===== config.mk =====
export PLATFORM = sky130hd
export DESIGN_NAME = pnm_ascii_sample_decoder_core
export DESIGN_NICKNAME = d
export VERILOG_FILES = /design/src/rtl/core/pnmdec_pkg.sv /design/src/rtl/core/pnmdec_ctrl.sv /design/src/rtl/core/pnmdec_datapath.sv /design/src/rtl/core/pnm_ascii_sample_decoder_core.sv
export SDC_FILE = /design/constraint.sdc
export NUM_CORES = 1
export LEC_CHECK = 0
export BUFFER_PORTS_ARGS = -buffer_cell sky130_fd_sc_hd__buf_4
export CORE_MARGIN = 2
export CORE_UTILIZATION = 59
export CTS_CLUSTER_DIAMETER = 80
export CTS_CLUSTER_SIZE = 30
export DETAILED_ROUTE_END_ITERATION = 8
export GPL_ROUTABILITY_DRIVEN = 0
export PLACE_DENSITY = 0.91
export SKIP_LAST_GASP = 1
export SLEW_MARGIN = 20
export SYNTH_ARGS = -nofsm -noshare
export SYNTH_HDL_FRONTEND = slang
export SYNTH_SLANG_ARGS = --single-unit

===== constraint.sdc =====
create_clock -name clk -period 5 [get_ports clk]
set_clock_uncertainty 0.1 [all_clocks]
set_input_delay 1.25 -clock clk [delete_from_list [all_inputs] [get_ports clk]]
set_output_delay 1.25 -clock clk [all_outputs]
set_load 0.005 [all_outputs]

===== src/rtl/core/pnmdec_pkg.sv =====
// Package for the plain netpbm sample decoder.
// Holds controller states, command and status structs and character codes.
// No dependencies.
`timescale 1ns / 1ps

package pnmdec_pkg;

	localparam int unsigned VAL_W  = 16;
	localparam int unsigned LEN_W  = 4;
	localparam int unsigned DIV_W  = 24;
	localparam int unsigned CNT_W  = 5;
	localparam int unsigned ADDR_W = 3;

	localparam logic [7:0] CH_NUL   = 8'h00;
	localparam logic [7:0] CH_TAB   = 8'h09;
	localparam logic [7:0] CH_LF    = 8'h0A;
	localparam logic [7:0] CH_CR    = 8'h0D;
	localparam logic [7:0] CH_SPACE = 8'h20;
	localparam logic [7:0] CH_HASH  = 8'h23;
	localparam logic [7:0] CH_ZERO  = 8'h30;
	localparam logic [7:0] CH_NINE  = 8'h39;

	localparam logic [VAL_W-1:0] VAL_MAX    = 16'hFFFF;
	localparam logic [VAL_W-1:0] MAXV_RESET = 16'd255;

	localparam logic REG_MAX_VALUE     = 1'b0;
	localparam logic REG_INVERT_BITMAP = 1'b1;

	typedef enum logic [1:0] {
		ST_WAIT,
		ST_COMMENT,
		ST_READ,
		ST_DIVIDE
	} ctl_state_t;

	typedef struct packed {
		logic tok_start;
		logic tok_take;
		logic div_start;
		logic div_step;
		logic emit_err;
	} ctl_cmd_t;

	typedef struct packed {
		logic is_blank;
		logic is_hash;
		logic is_lf;
		logic len_full;
		logic div_last;
		logic div_busy;
		logic out_busy;
	} dp_sts_t;

endpackage


===== src/rtl/core/pnmdec_ctrl.sv =====
// Controller for the plain netpbm sample decoder.
// Tracks the parse phase and sequences the divider; uses pnmdec_pkg.
`timescale 1ns / 1ps

module pnmdec_ctrl (
	input  logic                 clk,
	input  logic                 arst_n,
	input  logic                 in_valid,
	input  logic                 end_of_stream,
	input  pnmdec_pkg::dp_sts_t  sts,
	output logic                 in_stall,
	output pnmdec_pkg::ctl_cmd_t cmd
);

	pnmdec_pkg::ctl_state_t state_q;
	pnmdec_pkg::ctl_state_t state_d;
	logic                   accept;

	assign in_stall = (state_q == pnmdec_pkg::ST_DIVIDE) || sts.out_busy;
	assign accept   = in_valid && !in_stall;

	always_ff @(posedge clk or negedge arst_n) begin
		if (!arst_n) begin
			state_q <= pnmdec_pkg::ST_WAIT;
		end else begin
			state_q <= state_d;
		end
	end

	always_comb begin
		state_d = state_q;
		cmd     = '0;
		if (state_q == pnmdec_pkg::ST_DIVIDE) begin
			if (!(sts.div_last && sts.out_busy)) begin
				cmd.div_step = 1'b1;
				if (sts.div_last) begin
					state_d = pnmdec_pkg::ST_WAIT;
				end
			end
		end else if (accept && end_of_stream) begin
			if (state_q == pnmdec_pkg::ST_READ) begin
				cmd.div_start = 1'b1;
				state_d       = pnmdec_pkg::ST_DIVIDE;
			end else begin
				cmd.emit_err = 1'b1;
				state_d      = pnmdec_pkg::ST_WAIT;
			end
		end else if (accept) begin
			case (state_q)
				pnmdec_pkg::ST_COMMENT: begin
					if (sts.is_lf) begin
						state_d = pnmdec_pkg::ST_WAIT;
					end
				end
				pnmdec_pkg::ST_READ: begin
					if (sts.is_blank) begin
						cmd.div_start = 1'b1;
						state_d       = pnmdec_pkg::ST_DIVIDE;
					end else if (sts.len_full) begin
						cmd.emit_err = 1'b1;
						state_d      = pnmdec_pkg::ST_WAIT;
					end else begin
						cmd.tok_take = 1'b1;
					end
				end
				default: begin
					if (sts.is_hash) begin
						state_d = pnmdec_pkg::ST_COMMENT;
					end else if (!sts.is_blank) begin
						cmd.tok_start = 1'b1;
						state_d       = pnmdec_pkg::ST_READ;
					end else begin
						state_d = pnmdec_pkg::ST_WAIT;
					end
				end
			endcase
		end
	end

endmodule


===== src/rtl/core/pnmdec_datapath.sv =====
// Datapath for the plain netpbm sample decoder: token accumulator,
// restoring divider and output register. Uses pnmdec_pkg.
`timescale 1ns / 1ps

module pnmdec_datapath #(
	parameter int unsigned TOKEN_CHARS = 14
) (
	input  logic                               clk,
	input  logic                               arst_n,
	input  logic [7:0]                         byte_in,
	input  logic [pnmdec_pkg::VAL_W-1:0]       max_value,
	input  logic                               invert_bitmap,
	input  pnmdec_pkg::ctl_cmd_t               cmd,
	output pnmdec_pkg::dp_sts_t                sts,
	output logic                               out_valid,
	input  logic                               out_stall,
	output logic [7:0]                         sample_out,
	output logic                               parse_error
);

	logic [pnmdec_pkg::VAL_W-1:0] acc_q;
	logic [pnmdec_pkg::LEN_W-1:0] len_q;
	logic                         done_q;
	logic [pnmdec_pkg::DIV_W-1:0] quo_q;
	logic [pnmdec_pkg::VAL_W-1:0] rem_q;
	logic [pnmdec_pkg::CNT_W-1:0] cnt_q;
	logic                         out_valid_q;
	logic [7:0]                   sample_q;
	logic                         error_q;

	logic                         is_digit;
	logic [3:0]                   digit;
	logic [pnmdec_pkg::VAL_W-1:0] acc_base;
	logic                         done_base;
	logic [pnmdec_pkg::LEN_W-1:0] len_base;
	logic [19:0]                  acc_mul;
	logic [pnmdec_pkg::VAL_W:0]   trial;
	logic                         ge;
	logic [pnmdec_pkg::VAL_W:0]   diff;
	logic [pnmdec_pkg::DIV_W-1:0] quo_next;
	logic [pnmdec_pkg::DIV_W-1:0] dividend;
	logic                         load_div;
	logic [7:0]                   quo_byte;

	assign is_digit = (byte_in >= pnmdec_pkg::CH_ZERO) && (byte_in <= pnmdec_pkg::CH_NINE);
	assign digit    = 4'(byte_in - pnmdec_pkg::CH_ZERO);

	assign sts.is_blank = (byte_in == pnmdec_pkg::CH_SPACE) || (byte_in == pnmdec_pkg::CH_NUL)
		|| (byte_in == pnmdec_pkg::CH_LF) || (byte_in == pnmdec_pkg::CH_CR)
		|| (byte_in == pnmdec_pkg::CH_TAB);
	assign sts.is_hash  = (byte_in == pnmdec_pkg::CH_HASH);
	assign sts.is_lf    = (byte_in == pnmdec_pkg::CH_LF);
	assign sts.len_full = (len_q >= pnmdec_pkg::LEN_W'(TOKEN_CHARS));
	assign sts.div_last = (cnt_q == pnmdec_pkg::CNT_W'(1));
	assign sts.div_busy = (cnt_q != '0);
	assign sts.out_busy = out_valid_q && out_stall;

	assign acc_base  = cmd.tok_start ? '0 : acc_q;
	assign done_base = cmd.tok_start ? 1'b0 : done_q;
	assign len_base  = cmd.tok_start ? '0 : len_q;
	assign acc_mul   = {acc_base, 3'b000} + {1'b0, acc_base, 1'b0} + 20'(digit);

	always_ff @(posedge clk or negedge arst_n) begin
		if (!arst_n) begin
			acc_q  <= '0;
			len_q  <= '0;
			done_q <= 1'b0;
		end else if (cmd.tok_start || cmd.tok_take) begin
			if (!done_base && is_digit) begin
				acc_q <= (acc_mul > 20'(pnmdec_pkg::VAL_MAX)) ? pnmdec_pkg::VAL_MAX
					: acc_mul[pnmdec_pkg::VAL_W-1:0];
				done_q <= done_base;
			end else begin
				acc_q  <= acc_base;
				done_q <= 1'b1;
			end
			len_q <= len_base + pnmdec_pkg::LEN_W'(1);
		end
	end

	// value*255 as (value << 8) - value
	assign dividend = {acc_q, 8'h00} - pnmdec_pkg::DIV_W'(acc_q);
	assign trial    = {rem_q, quo_q[pnmdec_pkg::DIV_W-1]};
	assign diff     = trial - {1'b0, max_value};
	assign ge       = (trial >= {1'b0, max_value});
	assign quo_next = {quo_q[pnmdec_pkg::DIV_W-2:0], ge};
	assign load_div = cmd.div_step && sts.div_last;
	assign quo_byte = invert_bitmap ? ~quo_next[7:0] : quo_next[7:0];

	always_ff @(posedge clk or negedge arst_n) begin
		if (!arst_n) begin
			cnt_q <= '0;
		end else if (cmd.div_start) begin
			cnt_q <= pnmdec_pkg::CNT_W'(pnmdec_pkg::DIV_W);
		end else if (cmd.div_step) begin
			cnt_q <= cnt_q - pnmdec_pkg::CNT_W'(1);
		end
	end

	always_ff @(posedge clk) begin
		if (cmd.div_start) begin
			quo_q <= dividend;
			rem_q <= '0;
		end else if (cmd.div_step) begin
			quo_q <= quo_next;
			rem_q <= ge ? diff[pnmdec_pkg::VAL_W-1:0] : trial[pnmdec_pkg::VAL_W-1:0];
		end
	end

	always_ff @(posedge clk or negedge arst_n) begin
		if (!arst_n) begin
			out_valid_q <= 1'b0;
		end else if (load_div || cmd.emit_err) begin
			out_valid_q <= 1'b1;
		end else if (!out_stall) begin
			out_valid_q <= 1'b0;
		end
	end

	always_ff @(posedge clk) begin
		if (load_div) begin
			sample_q <= quo_byte;
			error_q  <= 1'b0;
		end else if (cmd.emit_err) begin
			sample_q <= 8'h00;
			error_q  <= 1'b1;
		end
	end

	assign out_valid   = out_valid_q;
	assign sample_out  = sample_q;
	assign parse_error = error_q;

endmodule


===== src/rtl/core/pnm_ascii_sample_decoder_core.sv =====
// Top level of the plain netpbm sample decoder: register port, controller
// and datapath. Uses pnmdec_pkg, pnmdec_ctrl and pnmdec_datapath.
`timescale 1ns / 1ps

// Takes one character beat per cycle, unless stalled, while parsing
// whitespace, comments and digits. A token that ends in a sample runs a
// restoring divider over the 24-bit quotient (one bit a cycle, but the last
// bit waits while the output register is full and stalled), during which
// input is stalled. A finished result waits in an output register; input
// stalls only while that register is full and stalled, or while the
// divider runs. Registers: max_value at 0x0, invert_bitmap at 0x4.
module pnm_ascii_sample_decoder_core #(
	parameter int unsigned TOKEN_CHARS = 14
) (
	input  logic                          clk,
	input  logic                          arst_n,
	input  logic                          psel,
	input  logic                          penable,
	input  logic                          pwrite,
	input  logic [pnmdec_pkg::ADDR_W-1:0] paddr,
	input  logic [31:0]                   pwdata,
	output logic [31:0]                   prdata,
	output logic                          pready,
	input  logic                          in_valid,
	output logic                          in_stall,
	input  logic [7:0]                    byte_in,
	input  logic                          end_of_stream,
	output logic                          out_valid,
	input  logic                          out_stall,
	output logic [7:0]                    sample_out,
	output logic                          parse_error
);

	logic [pnmdec_pkg::VAL_W-1:0] max_value_q;
	logic                         invert_q;
	logic                         reg_wr;
	logic                         reg_sel;
	logic                         word_ok;
	pnmdec_pkg::ctl_cmd_t         cmd;
	pnmdec_pkg::dp_sts_t          sts;

	assign pready  = 1'b1;
	assign reg_sel = paddr[2];
	assign word_ok = (paddr[1:0] == 2'b00);
	assign reg_wr  = psel && penable && pwrite && pready;

	always_ff @(posedge clk or negedge arst_n) begin
		if (!arst_n) begin
			max_value_q <= pnmdec_pkg::MAXV_RESET;
			invert_q    <= 1'b0;
		end else if (reg_wr) begin
			case (reg_sel)
				pnmdec_pkg::REG_MAX_VALUE:     max_value_q <= pwdata[pnmdec_pkg::VAL_W-1:0];
				pnmdec_pkg::REG_INVERT_BITMAP: invert_q    <= pwdata[0];
				default: begin
				end
			endcase
		end
	end

	always_comb begin
		prdata = '0;
		if (word_ok) begin
			case (reg_sel)
				pnmdec_pkg::REG_MAX_VALUE:     prdata = 32'(max_value_q);
				pnmdec_pkg::REG_INVERT_BITMAP: prdata = 32'(invert_q);
				default:                       prdata = '0;
			endcase
		end
	end

	pnmdec_ctrl u_ctrl (
		.clk           (clk),
		.arst_n        (arst_n),
		.in_valid      (in_valid),
		.end_of_stream (end_of_stream),
		.sts           (sts),
		.in_stall      (in_stall),
		.cmd           (cmd)
	);

	pnmdec_datapath #(
		.TOKEN_CHARS (TOKEN_CHARS)
	) u_datapath (
		.clk           (clk),
		.arst_n        (arst_n),
		.byte_in       (byte_in),
		.max_value     (max_value_q),
		.invert_bitmap (invert_q),
		.cmd           (cmd),
		.sts           (sts),
		.out_valid     (out_valid),
		.out_stall     (out_stall),
		.sample_out    (sample_out),
		.parse_error   (parse_error)
	);

	a_div_starts: assert property (@(posedge clk) disable iff (!arst_n)
		cmd.div_start |=> sts.div_busy)
		else $error("divider did not start");

	a_no_accept_in_div: assert property (@(posedge clk) disable iff (!arst_n)
		(in_valid && !in_stall) |-> !sts.div_busy)
		else $error("beat accepted while dividing");

	a_no_overwrite: assert property (@(posedge clk) disable iff (!arst_n)
		(cmd.emit_err || (cmd.div_step && sts.div_last)) |-> !(out_valid && out_stall))
		else $error("result register overwritten");

endmodule

==> metrics, run 1 <==
# placed instances=978; gr usage total=25.3%; share of cells above drive strength 1=21.5%; Netlist Area Pre-Place=a little over 0.007 sq mm; Slew HR=38.2%; fin crit share=between 90 and 100%; Final setup viols=0; TritonCTS Sinks=95; Seq/Total Area, Yosys=35.0%; Fin Hold WS=0.358 ns; Gate power share=56.5%; Worst Tran Pin Value=0.922 ns; Cells after Synth=763; clock power share=14.9%; CTS Buffer Depth=2; switching power share of the total=42.4%; min Tclk post-route=4.83 ns; number of global-route vias before repair=between 5000 and 6000; setup total negative slack=0 ns; PortBufs=61; Critical Path AT=4.97 ns; asr flop ratio synth=48.4%; Cell Area, Placed=just under 0.008 sq mm; starting density of the core=61.1%; MaxCap Viol Count=0; Worst-path clk slew=0.07 ns; max-slew violations=0; Power Internal=between 2 and 3 mW; sequential share of power=around 29%; Placeable Area=approximately 0.012 sq mm; ys flop type=dfrtp_1; Initial DRC Count=508; Syn. warnings=0; final hold vios=0; synth unique cells=78; total gr overflow=0; via count=between 5000 and 6000; initial antenna violation count=0; number of I/O pins=95; leakage=approximately 3.8 nW; CTS tree=done; post-DP HPWL=~11000 um; IR drop worst, VDD=316 uV; Die Width=113 um; wirelength, routed=15900 um; CP startpoint kind=primary input; std cell rows=39; drc violations=6; Power Dens Cells=553 mW/mm^2; DR vias/cell=5.93; Critical Setup Path Class=in2reg; CP required=5.14 ns; syn_area_per_cell=9.22 sq um; Final Cell Area=0.00811 sq mm; ant diodes=0; Net Sw Power=1.90 mW; FMAX=207 MHz; Tot Pwr=4.48 mW; first-pass GRT wire length=about 26000 um; DIE HEIGHT=approximately 110 um; Die ar.=0.0128 sq mm; Yosys reg bits=95; routed len/inst=about 16 um; Clock Latency Late Sink=0.36 ns; largest net degree at the start of global routing=59; element type at the critical path end=flip-flop; final net count=965; status=complete, but fails checks; failing checks=design-rule violations; CTS root buffer=clkbuf_16; TritonRoute pass-1 iters=8; CTS HTree Levels=3; Area growth syn-to-layout=15.3%; Post-synth EDFFs=32; ANT nets after route=0; Hold WC Path Type=reg2reg; Crit Path Max Fanout=7; cts bufs inserted=9; Post-Layout Cell Count=998
==> layout make-up <==
cell class	count	area, sq um
inverter	45	169
multi-input combinational	595	4220
clock buffer	9	225
timing repair buffer	104	796
tap	143	179
clock inverter	7	56.3
sequential	95	2460
fill	838	3410
==> repair_timing <==
item                                    in CTS  in global routing
buffers inserted                             0                  3
endpoints found under the setup margin       0                 16
hold buffers                                 0                  0
gates resized for setup                      0                 11
==> cell families after synthesis <==
kind of cell | after synthesis | share of synthesized area [%]
DFF | 95 | 35.0
and+or+nand+nor | 252 | 18.0
other | 2 | 0.107
adders and majority gates | 64 | 11.6
buffers and inverters | 88 | 6.21
AOI/OAI and AO/OA | 171 | 16.8
muxes | 35 | 5.34
xor gates and xnor gates | 56 | 6.97
==> path summary, 6_finish.rpt <==
path,startpoint,cells after the start,to,slack (ns)
min,u_datapath.parse_error,2,u_datapath.parse_error,0.36
min reg2reg,u_datapath.parse_error,2,u_datapath.parse_error,0.36
max in group asynchronous,arst_n,1,u_datapath.acc_q[14],3.58
max reg2reg,u_ctrl.state_q[0],17,u_datapath.acc_q[12],0.75
min in group asynchronous,arst_n,1,u_ctrl.state_q[0],0.81
max,byte_in[0],18,u_datapath.acc_q[12],0.17
==> sequential cells by signal, summed over array words and instances (netlist names), 2 cells and up <==
signal and cells:
u_datapath.rem_q 16, u_datapath.acc_q 16, u_datapath.quo_q 24, u_datapath.cnt_q 5, u_datapath.sample_out 8, u_datapath.len_q 4, u_ctrl.state_q 2, max_value_q 16
==> worst max-delay path, stage by stage <==
cell and delay, ns:
buf_4 0.13, or3b_1 0.38, a21oi_2 0.16, o21ai_0 0.10, nand4_1 0.09, buf_4 0.16, and2_4 0.16, ha_1 0.23
ha_1 0.24, fa_1 0.41, a211oi_2 0.27, o21ai_1 0.12, o211ai_1 0.18, o21a_1 0.24, o221ai_2 0.14, a221oi_4 0.42
buf_6 0.20, a21oi_2 0.07
==> Yosys cell counts (all sizes together) (2+ instances only) <==
library cell | instances | area, sq um
fa | 2 | 40.0
a221oi | 2 | 35.0
a32oi | 4 | 35.0
inv | 45 | 169
nand2b | 8 | 50.1
nor3b | 3 | 22.5
mux2 | 20 | 225
o21a | 9 | 67.6
and4 | 2 | 17.5
xor2 | 24 | 210
o41ai | 2 | 25.0
or3b | 2 | 17.5
edfxtp | 32 | 961
a22o | 2 | 17.5
ha | 62 | 776
a21o | 10 | 76.3
or2 | 3 | 18.8
o31ai | 4 | 35.0
o31a | 2 | 17.5
buf | 25 | 200
a21oi | 42 | 255
nand3 | 21 | 110
and3 | 4 | 25.0
and2 | 39 | 244
nor2b | 5 | 31.3
dfxtp | 17 | 340
nor2 | 60 | 225
clkbuf | 18 | 67.6
xnor2 | 32 | 280
nor4 | 8 | 56.3
o21bai | 3 | 22.5
nor3 | 14 | 70.1
nand2 | 62 | 233
a31oi | 4 | 25.0
dfrtp | 38 | 951
o21ai | 57 | 285
nand3b | 3 | 22.5
o211ai | 5 | 42.5
or3 | 5 | 36.3
conb | 2 | 7.51
a32o | 2 | 20.0
a211oi | 8 | 60.1
mux2i | 15 | 150
nand4 | 11 | 68.8
dfstp | 8 | 210
==> placed cells by master (no fill, tap or decap), types with 5 or more instances in the layout <==
cell type,count
nor4_1,7
xnor2_1,32
a211oi_1,6
o21ai_0,48
inv_1,45
mux2_2,20
edfxtp_1,32
dfstp_2,8
a21o_1,9
mux2i_1,15
nand4_1,11
nor3_1,14
dfrtp_1,38
a21oi_1,30
dfxtp_1,17
nor2b_1,5
ha_1,62
conb_1,17
nor2_1,60
a21oi_2,12
buf_4,100
and2_1,36
o21a_1,9
xor2_1,24
nand2_1,61
nand2b_1,8
nand3_1,20
clkbuf_16,9
o21ai_1,9
==> power by group through the flow <==
stage	combinational, mW	sequential [mW]	clock (mW)
3_3_place_gp	2.34	1.27	0
5_1_grt	2.84	1.31	0.707
4_1_cts	2.49	1.28	0.674
6_report	2.53	1.28	0.668
3_5_place_dp	2.45	1.29	0
2_1_floorplan	1.95	1.23	0
==> stage by stage <==
stage	setup slack (ns)	utilization (%)
final	0.171	70.4
after global routing	-0.0136	70.4
after CTS	0.194	69.9
after detailed placement	-0.137	67.4
after global placement	-0.0823	67.4
after floorplan	0.00397	-
==> routing by layer <==
metal  wire length [um]  share of wire, %  up-vias  GRT usage [%]
met1               6650                42     2826           32.9
met3               1140               7.1       30           5.52
met4                291               1.8        0           8.46
met5                  0                 0        -              0
li1                   -                 -     2853              -
met2               7870                49      209           42.1
Power figures use the tool's default switching activity.
==> inputs of run 2 (changes only) <==
--- a/config.mk
+++ b/config.mk
@@ -6,7 +6,7 @@
 export NUM_CORES = 1
 export LEC_CHECK = 0
 export BUFFER_PORTS_ARGS = -buffer_cell sky130_fd_sc_hd__buf_4
-export CORE_MARGIN = 2
+export CAP_MARGIN = 20
 export CORE_UTILIZATION = 59
 export CTS_CLUSTER_DIAMETER = 80
 export CTS_CLUSTER_SIZE = 30
==> metrics, run 2 (synthesis gave the netlist of run 1 again) <==
CP startpoint kind=primary input; MaxCap Viol Count=0 (unchanged); share of cells above drive strength 1=20.4% (-1.2 points); FMAX=210 MHz (+1.4%); status=complete, but fails checks; Clock Latency Late Sink=0.36 ns (about the same); IR drop worst, VDD=314 uV (-0.68%); failing checks=design-rule violations; final net count=960 (-0.52%); R2R depth=16 (-1); wirelength, routed=15500 um (-2.9%); Placeable Area=0.0115 sq mm (unchanged); total gr overflow=0 (unchanged); Worst path max stage delay=0.38 ns (-0.04 ns); max FFs per register=24 (unchanged); first-pass GRT wire length=26200 um (-0.44%); CTS HTree Levels=3 (unchanged); Area growth syn-to-layout=14.2%; drc violations=12 (+6); Hold WC Path Type=reg2reg; Cell Area, Placed=0.00776 sq mm (about the same); most used cell, CP=buf_4; TritonRoute pass-1 iters=7 (-1); CTS Buffer Depth=2 (unchanged); routed len/inst=15.6 um (-2.4%); CTS tree=done; initial antenna violation count=0 (unchanged); fin crit share=95.3% (-1.3 points); final hold vios=0 (unchanged); Die ar.=0.0124 sq mm (-3.5%); PortBufs=61 (unchanged); Crit Path Max Fanout=13 (+6); most common cell after layout, fill and taps aside=buf_4; Fin Hold WS=0.350 ns (-0.00793 ns); unrepaired setup endpoints after global routing=false; DIE HEIGHT=111 um (-1.8%); slowest CP cell=or3b_1; ANT nets after route=0 (unchanged); Final setup viols=0 (unchanged); number of I/O pins=95 (unchanged); largest net degree at the start of global routing=59 (unchanged); post_cts resized=0 (unchanged); Power Dens Cells=552 mW/mm^2 (-0.20%); via count=5808 (-1.9%); register area=0.00246 sq mm (unchanged); max-slew violations=0 (unchanged); Util after Layout=69.8% (-0.63 points); std cell rows=39 (unchanged); Post-CTS Hold Buffers=0 (unchanged); cell count along the critical path=17 (-1); leakage=3.75 nW (-0.97%); Crit path buffers/inverters=3 (unchanged); Setup Fix Bufs, Post-CTS=0 (unchanged); Die Width=111 um (-1.8%); Slew HR=37.2% (-0.97 points); Critical Setup Path Class=in2reg; layout filler cell count=845 (+0.84%); worst path cell trace=buf_4, or3b_1, a21oi_2, o21ai_0, nand4_1, buf_4, and2_1, ha_1, ha_1, o21ai_0, o21ai_1, o211ai_1, o21a_1, a221o_1, a221oi_4, buf_4, a21oi_1; starting density of the core=61.1% (unchanged); CTS root buffer=clkbuf_16; element type at the critical path end=flip-flop; gr usage total=26.4% (+1.1 points); cts bufs inserted=9 (unchanged); Final Cell Area=0.00804 sq mm (-0.89%); Hold Crit Depth=2 (unchanged); most frequent cells in the layout=buf_4, nand2_1, ha_1, nor2_1, o21ai_0; Top reg by flops=u_datapath.quo_q; min Tclk post-route=4.76 ns (-0.0654 ns); Worst Tran Pin Value=0.936 ns (+0.0144 ns); TritonCTS Sinks=95 (unchanged); post-DP HPWL=11600 um (+0.92%); number of global-route vias before repair=5718 (+0.95%); setup total negative slack=0 ns (unchanged); Critical Path AT=4.91 ns (-0.06 ns); DR vias/cell=5.85 (-1.4%); Initial DRC Count=416 (-18%); multi-input logic area=0.00421 sq mm (-0.27%); CP required=5.14 ns (about the same); ant diodes=0 (unchanged); critical path's top delay family=compound AO/OA/AOI/OAI gates; Worst-path clk slew=0.06 ns (about the same)
## run 2: cell types whose count changed in the layout (fill, tap and decap cells not counted), moves of 2 or more
| cell | change |
|---|---|
| and2_4 | -3 |
| inv_8 | -2 |
| buf_6 | -4 |
| and2_1 | +3 |
| clkinvlp_2 | -2 |
## run 2: worst reg2reg max path, stage by stage (launching register included)
cell and delay [ns]:
dfrtp_1 0.40, ha_1 0.30, a21oi_1 0.17, and2_1 0.17, nand4_1 0.22, buf_4 0.26
and2_1 0.20, ha_1 0.31, ha_1 0.37, o21ai_0 0.16, o21ai_1 0.15, o211ai_1 0.16
o21a_1 0.25, a221o_1 0.36, a221oi_4 0.21, buf_4 0.22, a21oi_1 0.09
## run 2: area by class of cell
| class | count | area share [%] |
|---|---|---|
| Multi-Input combinational cell | 595 | 52.4 |
| Timing Repair Buffer | 99 | 9.25 |
| Tap cell | 143 | 2.23 |
| Clock buffer | 10 | 2.85 |
| Sequential cell | 95 | 30.6 |
| Clock inverter | 6 | 0.545 |
| Inverter | 45 | 2.10 |
## run 2: metrics by stage
step | setup slack [ns] | instances | total power, mW
floorplan | 0.00397 | 778 | 3.18
global placement | -0.0246 | 977 | 3.61
detailed placement | -0.115 | 977 | 3.74
CTS | 0.266 | 993 | 4.41
global route | 0.0492 | 993 | 4.79
finish | 0.237 | 993 | 4.43
## run 2: where the power goes
group	total (mW)	internal (mW)	switching (mW)	leakage (nW)
combinational	2.50	1.12	1.38	2.62
sequential	1.28	1.10	0.182	1.00
clock	0.652	0.339	0.313	0.123
total	4.43	2.56	1.88	3.75
## run 2: worst paths after layout
kind | start | to | slack [ns]
min in group asynchronous | arst_n | max_value_q[8] | 0.80
setup reg to reg | u_ctrl.state_q[0] | u_datapath.acc_q[2] | 0.78
setup / recovery | byte_in[0] | u_datapath.acc_q[2] | 0.24
hold reg to reg | u_datapath.parse_error | u_datapath.parse_error | 0.35
max in group asynchronous | arst_n | u_datapath.acc_q[8] | 3.59
hold / removal | u_datapath.parse_error | u_datapath.parse_error | 0.35
## run 2: metal layers
layer  share of wire (%)  routed length [um]  vias to the layer above  track usage [%]
met1                  43                6660                     2724             32.8
met4                 2.7                 414                        0             11.2
li1                    -                   -                     2840                -
met2                  48                7490                      203             43.6
met5                   0                   0                        -                0
met3                 5.9                 908                       41             6.51
